==> src/rtl/core/hcbd_pkg.sv <==
package hcbd_pkg;

	// Most hex digits accepted on one size line
	localparam int SIZE_DIGITS = 8;
	localparam int RemW        = 4 * SIZE_DIGITS;
	localparam int DigitCntW   = $clog2(SIZE_DIGITS + 1);

	localparam logic [7:0] ChCr = 8'h0D;
	localparam logic [7:0] ChLf = 8'h0A;

	// Bytes skipped after each chunk's data
	localparam logic [1:0] SkipCount = 2'd2;

	typedef enum logic [2:0] {
		PH_SIZE    = 3'd0,
		PH_SIZE_CR = 3'd1,
		PH_BAD     = 3'd2,
		PH_BAD_CR  = 3'd3,
		PH_DATA    = 3'd4,
		PH_SKIP    = 3'd5
	} phase_t;

	typedef enum logic [1:0] {
		ST_RUN   = 2'd0,
		ST_OK    = 2'd1,
		ST_BAD   = 2'd2,
		ST_TRUNC = 2'd3
	} status_t;

	typedef struct packed {
		logic       ok;
		logic [3:0] value;
	} hex_t;

	function automatic hex_t hex_decode(input logic [7:0] b);
		hex_t h;
		h.ok    = 1'b1;
		h.value = 4'h0;
		if (b >= 8'h30 && b <= 8'h39) begin
			h.value = 4'(b - 8'h30);
		end else if (b >= 8'h61 && b <= 8'h66) begin
			h.value = 4'(b - 8'h57);
		end else if (b >= 8'h41 && b <= 8'h46) begin
			h.value = 4'(b - 8'h37);
		end else begin
			h.ok = 1'b0;
		end
		return h;
	endfunction

endpackage

==> src/rtl/core/hcbd_ifs.sv <==
interface hcbd_in_if import hcbd_pkg::*; ();
	logic       valid;
	logic       ready;
	logic [7:0] in_byte;
	logic       end_of_body;

	modport source (output valid, in_byte, end_of_body, input ready);
	modport sink (input valid, in_byte, end_of_body, output ready);
endinterface

interface hcbd_out_if import hcbd_pkg::*; ();
	logic       valid;
	logic       ready;
	logic [7:0] out_byte;
	logic       out_valid;
	status_t    status;
	logic       last;

	modport source (output valid, out_byte, out_valid, status, last, input ready);
	modport sink (input valid, out_byte, out_valid, status, last, output ready);
endinterface

==> src/rtl/core/http_chunked_body_decoder.sv <==
// Channel  Dir  Payload                               Transaction when
// -------  ---  ------------------------------------  ---------------------
// din      in   in_byte[7:0], end_of_body             din.valid & din.ready
// dout     out  out_byte[7:0], out_valid, status[1:0], last
//                                                      dout.valid & dout.ready
//
// One byte per cycle: every byte is decoded in the cycle it is taken, by a
// small state update between the parser registers and the result register.
// A byte that yields a result lands in the result register the next cycle.
// arst_n clears the parser to the size-line phase and empties the result slot.
// din.ready stays high while the result slot is empty or being drained, so a
// stall on dout only holds din off while a result actually waits.
module http_chunked_body_decoder import hcbd_pkg::*; (
	input  logic              clk,
	input  logic              arst_n,
	hcbd_in_if.sink           din,
	hcbd_out_if.source        dout
);

	// Parser state
	phase_t               phase_q, phase_d;
	logic [RemW-1:0]      remaining_q, remaining_d;
	logic [DigitCntW-1:0] digit_count_q, digit_count_d;
	logic [1:0]           skip_left_q, skip_left_d;
	logic                 verdict_sent_q, verdict_sent_d;

	// Result register
	logic       res_valid_q;
	logic [7:0] res_byte_q;
	logic       res_data_q;
	status_t    res_status_q;
	logic       res_last_q;

	// Result of the current byte
	logic    have_data, have_verdict;
	status_t status_d;
	hex_t    hex;
	logic    take;
	logic    eob;
	logic [7:0] b;

	assign din.ready = !res_valid_q || dout.ready;
	assign take      = din.valid && din.ready;
	assign b         = din.in_byte;
	assign eob       = din.end_of_body;
	assign hex       = hex_decode(b);

	always_comb begin
		phase_d        = phase_q;
		remaining_d    = remaining_q;
		digit_count_d  = digit_count_q;
		skip_left_d    = skip_left_q;
		verdict_sent_d = verdict_sent_q;
		have_data      = 1'b0;
		have_verdict   = 1'b0;
		status_d       = ST_RUN;

		if (!verdict_sent_q) begin
			unique case (phase_q)
				PH_SIZE: begin
					if (b == ChCr) begin
						phase_d = PH_SIZE_CR;
					end else if (hex.ok && digit_count_q < DigitCntW'(SIZE_DIGITS)) begin
						// Shift in one digit; the top nibble falls off
						remaining_d   = RemW'({remaining_q, 4'h0}) | RemW'(hex.value);
						digit_count_d = digit_count_q + 1'b1;
					end else begin
						phase_d = PH_BAD;
					end
				end
				PH_SIZE_CR: begin
					if (b == ChLf) begin
						if (digit_count_q == '0) begin
							have_verdict = 1'b1;
							status_d     = ST_BAD;
						end else if (remaining_q == '0) begin
							have_verdict = 1'b1;
							status_d     = ST_OK;
						end else begin
							phase_d = PH_DATA;
						end
					end else if (b == ChCr) begin
						phase_d = PH_BAD_CR;
					end else begin
						phase_d = PH_BAD;
					end
				end
				PH_BAD: begin
					if (b == ChCr) begin
						phase_d = PH_BAD_CR;
					end
				end
				PH_BAD_CR: begin
					if (b == ChLf) begin
						have_verdict = 1'b1;
						status_d     = ST_BAD;
					end else if (b != ChCr) begin
						phase_d = PH_BAD;
					end
				end
				PH_DATA: begin
					// Remaining is never zero here: the size line already checked it
					have_data   = 1'b1;
					remaining_d = remaining_q - 1'b1;
					if (remaining_q == RemW'(1)) begin
						phase_d     = PH_SKIP;
						skip_left_d = SkipCount;
					end
				end
				PH_SKIP: begin
					skip_left_d = skip_left_q - 1'b1;
					if (skip_left_q <= 2'd1) begin
						skip_left_d   = '0;
						phase_d       = PH_SIZE;
						remaining_d   = '0;
						digit_count_d = '0;
					end
				end
				default: begin
					phase_d       = PH_SIZE;
					remaining_d   = '0;
					digit_count_d = '0;
				end
			endcase

			// Body ended before any verdict: report truncation
			if (eob && !have_verdict) begin
				have_verdict = 1'b1;
				status_d     = ST_TRUNC;
			end
			if (have_verdict) begin
				verdict_sent_d = 1'b1;
			end
		end

		// Return to the reset state after the last byte of a body
		if (eob) begin
			phase_d        = PH_SIZE;
			remaining_d    = '0;
			digit_count_d  = '0;
			skip_left_d    = '0;
			verdict_sent_d = 1'b0;
		end
	end

	always_ff @(posedge clk or negedge arst_n) begin
		if (!arst_n) begin
			phase_q        <= PH_SIZE;
			remaining_q    <= '0;
			digit_count_q  <= '0;
			skip_left_q    <= '0;
			verdict_sent_q <= 1'b0;
		end else if (take) begin
			phase_q        <= phase_d;
			remaining_q    <= remaining_d;
			digit_count_q  <= digit_count_d;
			skip_left_q    <= skip_left_d;
			verdict_sent_q <= verdict_sent_d;
		end
	end

	// Load a result when this byte makes one, else drain the slot
	always_ff @(posedge clk or negedge arst_n) begin
		if (!arst_n) begin
			res_valid_q <= 1'b0;
		end else if (take && (have_data || have_verdict)) begin
			res_valid_q <= 1'b1;
		end else if (dout.ready) begin
			res_valid_q <= 1'b0;
		end
	end

	always_ff @(posedge clk) begin
		if (take && (have_data || have_verdict)) begin
			res_byte_q   <= have_data ? b : 8'h00;
			res_data_q   <= have_data;
			res_status_q <= status_d;
			res_last_q   <= have_verdict;
		end
	end

	assign dout.valid     = res_valid_q;
	assign dout.out_byte  = res_byte_q;
	assign dout.out_valid = res_data_q;
	assign dout.status    = res_status_q;
	assign dout.last      = res_last_q;

	// Only a truncation verdict may carry a payload byte
	a_data_status: assert property (@(posedge clk) disable iff (!arst_n)
		dout.valid && dout.out_valid |-> (dout.status == ST_RUN || dout.status == ST_TRUNC))
		else $error("payload byte with ok or bad-size status");

	// A result that is not the verdict is a plain payload byte
	a_nonlast_data: assert property (@(posedge clk) disable iff (!arst_n)
		dout.valid && !dout.last |-> dout.out_valid && dout.status == ST_RUN)
		else $error("non-final result without payload");

	a_data_remaining: assert property (@(posedge clk) disable iff (!arst_n)
		phase_q == PH_DATA && !verdict_sent_q |-> remaining_q != '0)
		else $error("data phase with empty chunk");

	a_skip_left: assert property (@(posedge clk) disable iff (!arst_n)
		phase_q == PH_SKIP |-> skip_left_q != '0)
		else $error("skip phase with nothing to skip");

endmodule
==> src/flat_wrapper.sv <==
// flat-port wrapper written by rule: the top's interface ports become plain ports
module http_chunked_body_decoder_flat import hcbd_pkg::*;
  (clk, arst_n, din_valid, din_in_byte, din_end_of_body, din_ready, dout_valid, dout_out_byte, dout_out_valid, dout_status, dout_last, dout_ready);
  hcbd_in_if din_i ();
  hcbd_out_if dout_i ();
  input  logic clk;
  input  logic arst_n;
  input wire logic [$bits(din_i.valid)-1:0] din_valid;
  input wire logic [$bits(din_i.in_byte)-1:0] din_in_byte;
  input wire logic [$bits(din_i.end_of_body)-1:0] din_end_of_body;
  output wire logic [$bits(din_i.ready)-1:0] din_ready;
  output wire logic [$bits(dout_i.valid)-1:0] dout_valid;
  output wire logic [$bits(dout_i.out_byte)-1:0] dout_out_byte;
  output wire logic [$bits(dout_i.out_valid)-1:0] dout_out_valid;
  output wire logic [$bits(dout_i.status)-1:0] dout_status;
  output wire logic [$bits(dout_i.last)-1:0] dout_last;
  input wire logic [$bits(dout_i.ready)-1:0] dout_ready;
  assign din_i.valid = din_valid;
  assign din_i.in_byte = din_in_byte;
  assign din_i.end_of_body = din_end_of_body;
  assign din_ready = din_i.ready;
  assign dout_valid = dout_i.valid;
  assign dout_out_byte = dout_i.out_byte;
  assign dout_out_valid = dout_i.out_valid;
  assign dout_status = dout_i.status;
  assign dout_last = dout_i.last;
  assign dout_i.ready = dout_ready;
  http_chunked_body_decoder u_core (.clk(clk), .arst_n(arst_n), .din(din_i), .dout(dout_i));
endmodule
==> config.mk <==
export PLATFORM = sky130hd
export DESIGN_NAME = http_chunked_body_decoder_flat
export DESIGN_NICKNAME = d
export VERILOG_FILES = /design/src/rtl/core/hcbd_pkg.sv /design/src/rtl/core/hcbd_ifs.sv /design/src/rtl/core/http_chunked_body_decoder.sv /design/src/flat_wrapper.sv
export SDC_FILE = /design/constraint.sdc
export NUM_CORES = 1
export LEC_CHECK = 0
export CAP_MARGIN = 20
export CELL_PAD_IN_SITES_DETAIL_PLACEMENT = 0
export CELL_PAD_IN_SITES_GLOBAL_PLACEMENT = 2
export CORE_AREA = 2 2 110 123
export CTS_CLUSTER_DIAMETER = 200
export CTS_CLUSTER_SIZE = 16
export DETAILED_ROUTE_END_ITERATION = 6
export DIE_AREA = 0 0 112 125
export DONT_BUFFER_PORTS = 1
export GPL_TIMING_DRIVEN = 0
export MAX_ROUTING_LAYER = met4
export PLACE_DENSITY = 0.63
export RECOVER_POWER = 100
export SYNTH_ARGS = -nofsm -noshare
export SYNTH_HDL_FRONTEND = slang
export SYNTH_SLANG_ARGS = --single-unit
==> constraint.sdc <==
create_clock -name clk -period 3.95 [get_ports clk]
set_clock_uncertainty 0.15 [all_clocks]
set_input_delay 0.1975 -clock clk [delete_from_list [all_inputs] [get_ports clk]]
set_output_delay 0.1975 -clock clk [all_outputs]
set_load 0.005 [all_outputs]
# --- Word-level counts from Yosys, hierarchy flattened ---
# Cells that the tools add are included.
totals:
  regBits: 55
  inputBits: 13
  out_inout_bits: 14
  word_cells: 128
classes:
  addsub: 6
  order_cmp: 8
  n_eq_ne: 22
  muxes: 59
  n_bitwise: 1
  n_reduce_logical: 22
op_table:
  columns: ["op", "count"]
  rows:
  - ["$mux W32", 5]
  - ["$pmux W32 S4", 1]
  - ["$mux W3", 12]
  - ["$eq A32 B1 Y1 const B", 1]
  - ["$logic_not A32 Y1", 1]
  - ["$mux W4", 8]
  - ["$or A32 B4 Y32", 1]
  - ["$sub A32 B1 Y32 const B", 1]
  - ["$mux W1", 20]
  - ["$pmux W3 S6", 1]
  - ["$eq A8 B4 Y1 const B", 2]
  - ["$ge A8 B7 Y1 const B", 2]
  - ["$le A8 B7 Y1 const B", 2]
  - ["$mux W2", 8]
  - ["$ne A3 B2 Y1 const B", 5]
  - ["$pmux W4 S3", 1]
  - ["$reduce_and A6 Y1", 2]
  - ["$reduce_and A10 Y1", 1]
  - ["$ge A8 B6 Y1 const B", 1]
  - ["$le A8 B6 Y1 const B", 1]
  - ["$ne A4 B4 Y1 const B", 2]
  - ["$ne A8 B4 Y1 const B", 1]
  - ["$pmux W2 S2", 2]
  - ["$sub A4 B3 Y4 const B", 2]
  - ["other kinds (23)", 35]

# --- Longest topological paths before layout ---
# Gate-level depths: netlist of the first run.
logic_depth:
  ltp_word: 14
  depth_mapped: 10

# --- Worst setup path before layout of the first run ---
# OpenSTA, ideal clock, no wires.
synth_timing:
  path_type: "input-to-reg"
  from: "in din_in_byte[0]"
  to: "reg u_core.res_last_q, in the netlist u_core.dout.last, enable pin"
  arrival_ns: 2.280
  path_slack_ns: 1.165
  cell_stages: 8
  path_buffers: 0
  cell_sequence: "inv_1 ha_1 or4bb_1 or4_1 and4b_1 or2b_2 o31a_1 and2_1"
synth_between:
  elab_chain_cells: 11
synth_lines:
  columns: ["element", "line", "rtl"]
  rows:
  - ["start, declared", "flat_wrapper.sv:9", "input wire logic [$bits(din_i.in_byte)-1:0] din_in_byte;"]
  - ["$eq A8 B4 Y1 (*)", "http_chunked_body_decoder.sv:72, http_chunked_body_decoder.sv:94", null]
  - ["$mux W1 (on tied branches)", "http_chunked_body_decoder.sv:94, http_chunked_body_decoder.sv:72", null]
  - ["$pmux W1 S2 (*)", "http_chunked_body_decoder.sv:59", "unique case (phase_q)"]
  - ["$mux W1 (*)", "http_chunked_body_decoder.sv:58", "if (!verdict_sent_q) begin"]
  - ["$logic_not A1 Y1", "http_chunked_body_decoder.sv:127", "if (eob && !have_verdict) begin"]
  - ["$logic_and A1 B1 Y1", "http_chunked_body_decoder.sv:127", null]
  - ["$mux W1 (*)", "http_chunked_body_decoder.sv:127", null]
  - ["$mux W1 (*) (2 in series)", "http_chunked_body_decoder.sv:58", null]
  - ["$logic_or A1 B1 Y1 (*)", "http_chunked_body_decoder.sv:174", "if (take && (have_data || have_verdict)) begin"]
  - ["$logic_and A1 B1 Y1 (*)", "http_chunked_body_decoder.sv:174", null]
  - ["end signal, assigned", "http_chunked_body_decoder.sv:178", "res_last_q <= have_verdict;"]
  - ["end, declared", "http_chunked_body_decoder.sv:32", "logic res_last_q;"]
# Every way passes the cells marked *; elsewhere a longest branch is shown, timed or not. The select of a mux whose other input is x is not followed.
# A chain may end at the register's enable or synchronous reset.

# --- Worst setup path after layout of the first run ---
layout_timing:
  from: "reg u_core.remaining_q[3]"
  to: "reg u_core.res_byte_q[2], in the netlist u_core.dout.out_byte[2], enable pin"
layout_between:
  elab_chain_cells: 13
layout_lines:
  columns: ["element", "line", "rtl"]
  rows:
  - ["start, declared", "http_chunked_body_decoder.sv:22", "logic [RemW-1:0] remaining_q, remaining_d;"]
  - ["start signal, assigned", "http_chunked_body_decoder.sv:155", "remaining_q <= remaining_d;"]
  - ["$logic_not A32 Y1 (*)", "http_chunked_body_decoder.sv:76", "end else if (remaining_q == '0) begin"]
  - ["$mux W1 (*)", "http_chunked_body_decoder.sv:76", null]
  - ["$mux W1 (*)", "http_chunked_body_decoder.sv:73", "if (digit_count_q == '0) begin"]
  - ["$mux W1 (*)", "http_chunked_body_decoder.sv:72", "if (b == ChLf) begin"]
  - ["$pmux W1 S2 (*)", "http_chunked_body_decoder.sv:59", null]
  - ["$mux W1 (*)", "http_chunked_body_decoder.sv:58", null]
  - ["$logic_not A1 Y1", "http_chunked_body_decoder.sv:127", null]
  - ["$logic_and A1 B1 Y1", "http_chunked_body_decoder.sv:127", null]
  - ["$mux W1 (*)", "http_chunked_body_decoder.sv:127", null]
  - ["$mux W1 (*) (2 in series)", "http_chunked_body_decoder.sv:58", null]
  - ["$logic_or A1 B1 Y1 (*)", "http_chunked_body_decoder.sv:174", null]
  - ["$logic_and A1 B1 Y1 (*)", "http_chunked_body_decoder.sv:174", null]
  - ["end signal, assigned", "http_chunked_body_decoder.sv:175", "res_byte_q <= have_data ? b : 8'h00;"]
  - ["end, declared", "http_chunked_body_decoder.sv:29", "logic [7:0] res_byte_q;"]
# Marked as above.

==> results of run 1 <==
[cell type report]
| cell class | instances | area (um2) |
|---|---|---|
| Tap cell | 161 | 201.4 |
| Fill cell | 1398 | 8678 |
| Timing Repair Buffer | 8 | 73.82 |
| Sequential cell | 55 | 1436 |
| Multi-Input combinational cell | 315 | 2090 |
| Buffer | 30 | 142.6 |
| Clock buffer | 6 | 128.9 |
| Inverter | 19 | 71.32 |
| Clock inverter | 2 | 60.06 |
[cell usage after synthesis (3+ instances only)]
cell type	instances	area [um2]
a211o_1	4	35.03
a211oi_1	3	22.52
a21o_1	3	22.52
a21oi_1	26	130.1
a221o_1	4	40.04
a31oi_1	11	68.82
and2_1	5	31.28
and3_1	16	100.1
clkbuf_1	22	82.58
clkbuf_8	3	41.29
dfrtp_1	43	1076
edfxtp_1	12	360.4
ha_1	9	112.6
inv_1	17	63.81
mux2i_1	7	70.07
nand2_1	23	86.33
nand3_1	5	25.02
nand3b_1	3	22.52
nand4_1	3	18.77
nor2_1	37	138.9
nor3_1	21	105.1
nor4_1	6	37.54
o211ai_1	7	52.55
o21ai_0	22	110.1
o21bai_1	3	22.52
o2bb2ai_1	5	43.79
o31a_1	3	26.28
o31ai_1	14	105.1
or2_2	4	25.02
or3_1	4	25.02
or4_1	4	30.03
or4_4	3	33.78
xnor2_1	6	52.55
xor2_1	4	35.03
[state kept, by name (all words and copies together), names as in the netlist]
register	count
u_core.skip_left_q	2
u_core.digit_count_q	4
u_core.dout.out_valid	1
u_core.remaining_q	32
u_core.dout.status	2
u_core.verdict_sent_q	1
u_core.dout.valid	1
u_core.dout.out_byte	8
u_core.phase_q	3
u_core.dout.last	1
[power by group through the flow]
stage	registers, mW	logic, mW	clock network (mW)
floorplan	0.680	0.491	0
finish	0.687	0.670	0.581
CTS	0.687	0.685	0.599
global placement	0.698	0.665	0
global route	0.695	0.743	0.622
detailed placement	0.697	0.663	0
[metrics by stage]
step	util [%]	instance area, um2
2_1_floorplan	-	3761
3_3_place_gp	30.76	3963
3_5_place_dp	30.76	3963
4_1_cts	32.98	4249
5_1_grt	32.63	4204
6_report	32.63	4204
[how the worst max path moves through the flow]
| stage | slack (ps) | from | end |
|---|---|---|---|
| after floorplan | 1170 | din_in_byte[0] | u_core.dout.last |
| after global placement | 700 | u_core.phase_q[1] | u_core.remaining_q[19] |
| after detailed placement | 720 | u_core.phase_q[1] | u_core.remaining_q[31] |
| after CTS | 720 | u_core.phase_q[1] | u_core.remaining_q[19] |
| after global routing | 300 | u_core.remaining_q[3] | u_core.dout.out_byte[2] |
| final | 470 | u_core.remaining_q[3] | u_core.dout.out_byte[2] |
[worst reg2reg max path: stages, from the launching register on]
cell and delay (ps):
dfrtp_1 360, clkbuf_1 190, or4_1 630, nor4_4 430, and4b_1 340, or2b_2 220, o31a_1 170, and2_0 610
[cell families after synthesis]
family / after synthesis / synth area share, %
adders and majority gates: 9 / 2.994
buffers and inverters: 49 / 6.021
AOI/OAI and AO/OA: 136 / 25.82
muxes: 8 / 2.162
DFF: 55 / 38.19
and+or+nand+nor: 152 / 22.49
xor gates and xnor gates: 10 / 2.329
[timing repair]
action / 4_1_cts / 5_1_grt
endpoints found under the hold margin: 49 / 0
buffers inserted: 0 / 0
hold buffers: 8 / 0
[routing by layer]
metal	wire [um]	part of all wire, %	GRT usage [%]	vias to the layer above
met5	0	0	-	-
met4	338	2.7	5.595	0
met3	453	3.6	2.424	21
met2	6163	49	32.23	97
met1	5639	45	23.69	1688
li1	-	-	-	1616
==> results.cfg, run 1 <==
[clock_tree]
ctsHtreeMaxLevel = 2
clock_sink_count = 55
cts_buffers = 5
cts.repair.resized = 0
cts_tree = built
clk_pin_slew_ps = 80
clockBufferDepth = 2
cts_root_buf = clkbuf_16
clkLatencyLatePin_ps = 300

[floorplan]
die_y_um = 125
initial_core_util_pct = 29.20
rows = 44
die_area_mm2 = 0.01400
die_w_um = 112
core_area_mm2 = 0.01288
ios = 27

[worst_setup_path]
crit_path_top_delay_cell = or4_1
reg2regPathDepth = 7
r2r_end = u_core.dout.out_byte[2]
r2r_slack_ps = 470
path_class = register to register
critical_path_peak_fanout = 12
crit_buf_inv = 1
cp_top_family = simple AND/OR/NAND/NOR gates
worstPathRequired_ps = 3730
rr_startpoint = u_core.remaining_q[3]
cp_cell_sequence = clkbuf_1 -> or4_1 -> nor4_4 -> and4b_1 -> or2b_2 -> o31a_1 -> and2_0
endpoint_kind = register
critPathMaxStageDelay_ps = 630
critPathArrivalTime_ps = 3260
critPathLaunchType = register
cp.depth = 7

[placed_design]
gp_congestion = 0.8392
hpwlAfterDp_mm = 9.079
io_buffers = 0
dp.cells = 580
post-place-ws_ps = 721.0

[final_layout]
final_common_cell = dfrtp_1
layout.cells.non_filler = 596
finalNetCount = 456
n_antenna_cell = 0
areaGrowthSynthToFinish_pct = 11.78
final_cell_mix = dfrtp_1 (43), nor2_1 (37), clkbuf_1 (27), a21oi_1 (26)
drive_gt1_share_pct = 7.356

[hold_path]
hold_depth = 2
worstHoldStart = din_in_byte[1]
min_path_type = input pin to register
hold_end = u_core.dout.out_byte[1]

[timing]
finalSetupViolations = 0
fin_ws_ps = 474.3
fin_crit_ps = 3476
worst_hold_slack_ps = 59.08
slew_headroom_pct = -80.30
rsz0062_at_grt = false
max_clock_freq_ghz = 0.2877
slew_violations = 44
finalHoldViolCount = 0
setup-tns-final_ps = 0
period_share_pct = 87.99
tightest_slew_ps = 2704

[power]
power.leakage_nw = 1.683
p_sw_mw = 0.7027
clock_power_share_pct = 30.0
seqPwrFrac_pct = 35.4
p_int_mw = 1.235
irDropWorstVdd_mv = 0.2061
p_comb_share_pct = 34.6
switching_share_pct = 36.26
power-per-cell-area_mw_per_mm2 = 460.9
power_mw = 1.938

[global_route]
grt_pass1_vias = 3496
antenna_found_initial = 0
grt_use_total_pct = 18.96
grt_max_degree = 44
overflow = 0
grt_pass1_wl_mm = 20.47

[detailed_routing]
via_per_inst = 5.742
drc = 0
routed_wirelength_mm = 12.59
vias = 3422
ant_nets = 0
wl_per_cell_um = 21.13
detail_route.first_pass.iterations = 5
drt_iter0_drc = 257

[logic_synthesis]
synth_edf_count = 12
synthArstFlopShare_pct = 78.18
yosysWarnings = 0
ys_types = 78
synth-seq-cells = 55
synthFlopType = dfrtp_1
synth_nets = 441
syn_inst = 419
avgSynthCellArea_um2 = 8.976
netlist_area_mm2 = 0.003761
yosysSeqAreaShare_pct = 38.19

[run_status]
violations = capacitance limit, slew limit
status = finished with violations

[flow_run]
max-cap-violations = 1
(Power assumes the default switching activity.)
==> run 2, diff against run 1 <==
--- a/config.mk
+++ b/config.mk
@@ -18,6 +18,7 @@
 export MAX_ROUTING_LAYER = met4
 export PLACE_DENSITY = 0.63
 export RECOVER_POWER = 100
+export REMOVE_ABC_BUFFERS = 1
 export SYNTH_ARGS = -nofsm -noshare
 export SYNTH_HDL_FRONTEND = slang
 export SYNTH_SLANG_ARGS = --single-unit
==> results.cfg, run 2 (same netlist as run 1, synthesis figures left out) <==
[floorplan]
rows = 44
die_y_um = 125
ios = 27
core_area_mm2 = 0.01288
die_w_um = 112
initial_core_util_pct = 29.20
die_area_mm2 = 0.01400

[clock_tree]
clock_sink_count = 55
clkLatencyLatePin_ps = 300
cts_tree = built
cts_setup_buffers = 0
cts_buffers = 5
ctsHtreeMaxLevel = 2
clk_pin_slew_ps = 70
clockBufferDepth = 2
cts_root_buf = clkbuf_16

[detailed_routing]
wl_per_cell_um = 20.60
vias = 3319
drc = 0
via_per_inst = 5.823
detail_route.first_pass.iterations = 5
routed_wirelength_mm = 11.74
ant_nets = 0
drt_iter0_drc = 202

[worst_setup_path]
crit_buf_inv = 0
endpoint_kind = register
cp_top_family = simple AND/OR/NAND/NOR gates
cp_cell_sequence = or4bb_1 -> or4_1 -> and4b_1 -> or2b_2 -> o31a_1 -> and2_0
crit_path_top_delay_cell = dfrtp_1
critical_path_peak_fanout = 14
critPathArrivalTime_ps = 3150
critPathLaunchType = register
critPathMaxStageDelay_ps = 610
path_class = register to register
worstPathRequired_ps = 3730

[power]
p_comb_share_pct = 33.9
clock_power_share_pct = 26.1
power.leakage_nw = 1.635
switching_share_pct = 39.11
seqPwrFrac_pct = 40.0
p_sw_mw = 0.6935
p_int_mw = 1.080
power-per-cell-area_mw_per_mm2 = 433.0
power_mw = 1.773
irDropWorstVdd_mv = 0.1775

[global_route]
antenna_found_initial = 0
overflow = 0
grt_max_degree = 44
grt_pass1_wl_mm = 19.09
grt_use_total_pct = 17.62
grt_pass1_vias = 3375

[final_layout]
seq_area_mm2 = 0.001436
finalInstanceArea_mm2 = 0.004095
drive_gt1_share_pct = 8.313
fin_util_pct = 31.79
multi_input_area_mm2 = 0.002098
regMostFlops = u_core.remaining_q
areaGrowthSynthToFinish_pct = 8.882
n_antenna_cell = 0
finalNetCount = 430
final_cell_mix = dfrtp_1 (43), nor2_1 (37), a21oi_1 (26), nand2_1 (23), o21ai_0 (22)
final_common_cell = dfrtp_1
fillers = 1365
largest_register_ffs = 32

[flow_run]
max-cap-violations = 1

[run_status]
status = finished with violations
violations = capacitance limit, slew limit

[placed_design]
io_buffers = 0
gp_congestion = 0.7889
hpwlAfterDp_mm = 8.016
place_area_mm2 = 0.003845

[timing]
slew_headroom_pct = -78.87
max_clock_freq_ghz = 0.2967
finalSetupViolations = 0
fin_crit_ps = 3371
slew_violations = 44
period_share_pct = 85.33
tightest_slew_ps = 2683
finalHoldViolCount = 0
rsz0062_at_grt = false
setup-tns-final_ps = 0

[hold_path]
min_path_type = input pin to register
run 2: worst reg2reg max path: cells and delay by family (launching register included):
kind            cells  cell delay (ps)
flops               1              610
compound gates      1              170
simple gates        5             2070
run 2: power groups by stage:
stage	Combinational (mW)	Clock, mW	Sequential, mW
after floorplan	0.426	0	0.697
after global placement	0.581	0	0.723
after detailed placement	0.585	0	0.722
after CTS	0.610	0.473	0.711
after global routing	0.670	0.498	0.721
final	0.601	0.462	0.710
run 2: final timing paths:
| kind | start | end | slack (ps) | cells after the start |
|---|---|---|---|---|
| setup / recovery | u_core.phase_q[0] | u_core.dout.out_byte[4] | 580 | 6 |
| hold / removal | din_end_of_body | u_core.skip_left_q[1] | 10 | 3 |
| setup reg to reg | u_core.phase_q[0] | u_core.dout.out_byte[4] | 580 | 6 |
| hold reg to reg | u_core.skip_left_q[0] | u_core.skip_left_q[0] | 330 | 1 |
| max in group asynchronous | arst_n | u_core.digit_count_q[1] | 960 | 2 |
| min in group asynchronous | arst_n | u_core.remaining_q[1] | 1160 | 2 |
run 2: layout make-up:
type	count	area share (%)
multi-input combinational	315	51.24
sequential	55	35.07
tap	161	4.919
clock inverter	3	0.4888
clock buffer	5	3.055
inverter	19	1.772
timing repair buffer	12	3.452
run 2: per-layer routing:
metal / track usage, % / vias to the layer above / share of wire [%]
met4: 4.735 / 0 / 1.3
met1: 21.43 / 1665 / 44
met5: - / - / 0
met3: 2.424 / 8 / 3.5
met2: 30.73 / 81 / 51
li1: - / 1565 / -
run 2: repair_timing:
item	in CTS	in global routing
gates resized for setup	2	0
endpoints found under the setup margin	12	0
hold endpoints to repair	56	0
hold buffers	9	0
run 2: metrics by stage:
step           setup slack [ps]  hold slack (ps)  std cells
6_report                  579.3            11.94        570
5_1_grt                   425.5            15.22        570
4_1_cts                   248.0            6.354        569
3_5_place_dp             -417.7           -244.4        552
3_3_place_gp             -397.4           -244.7        550
2_1_floorplan             891.6           -248.1        389
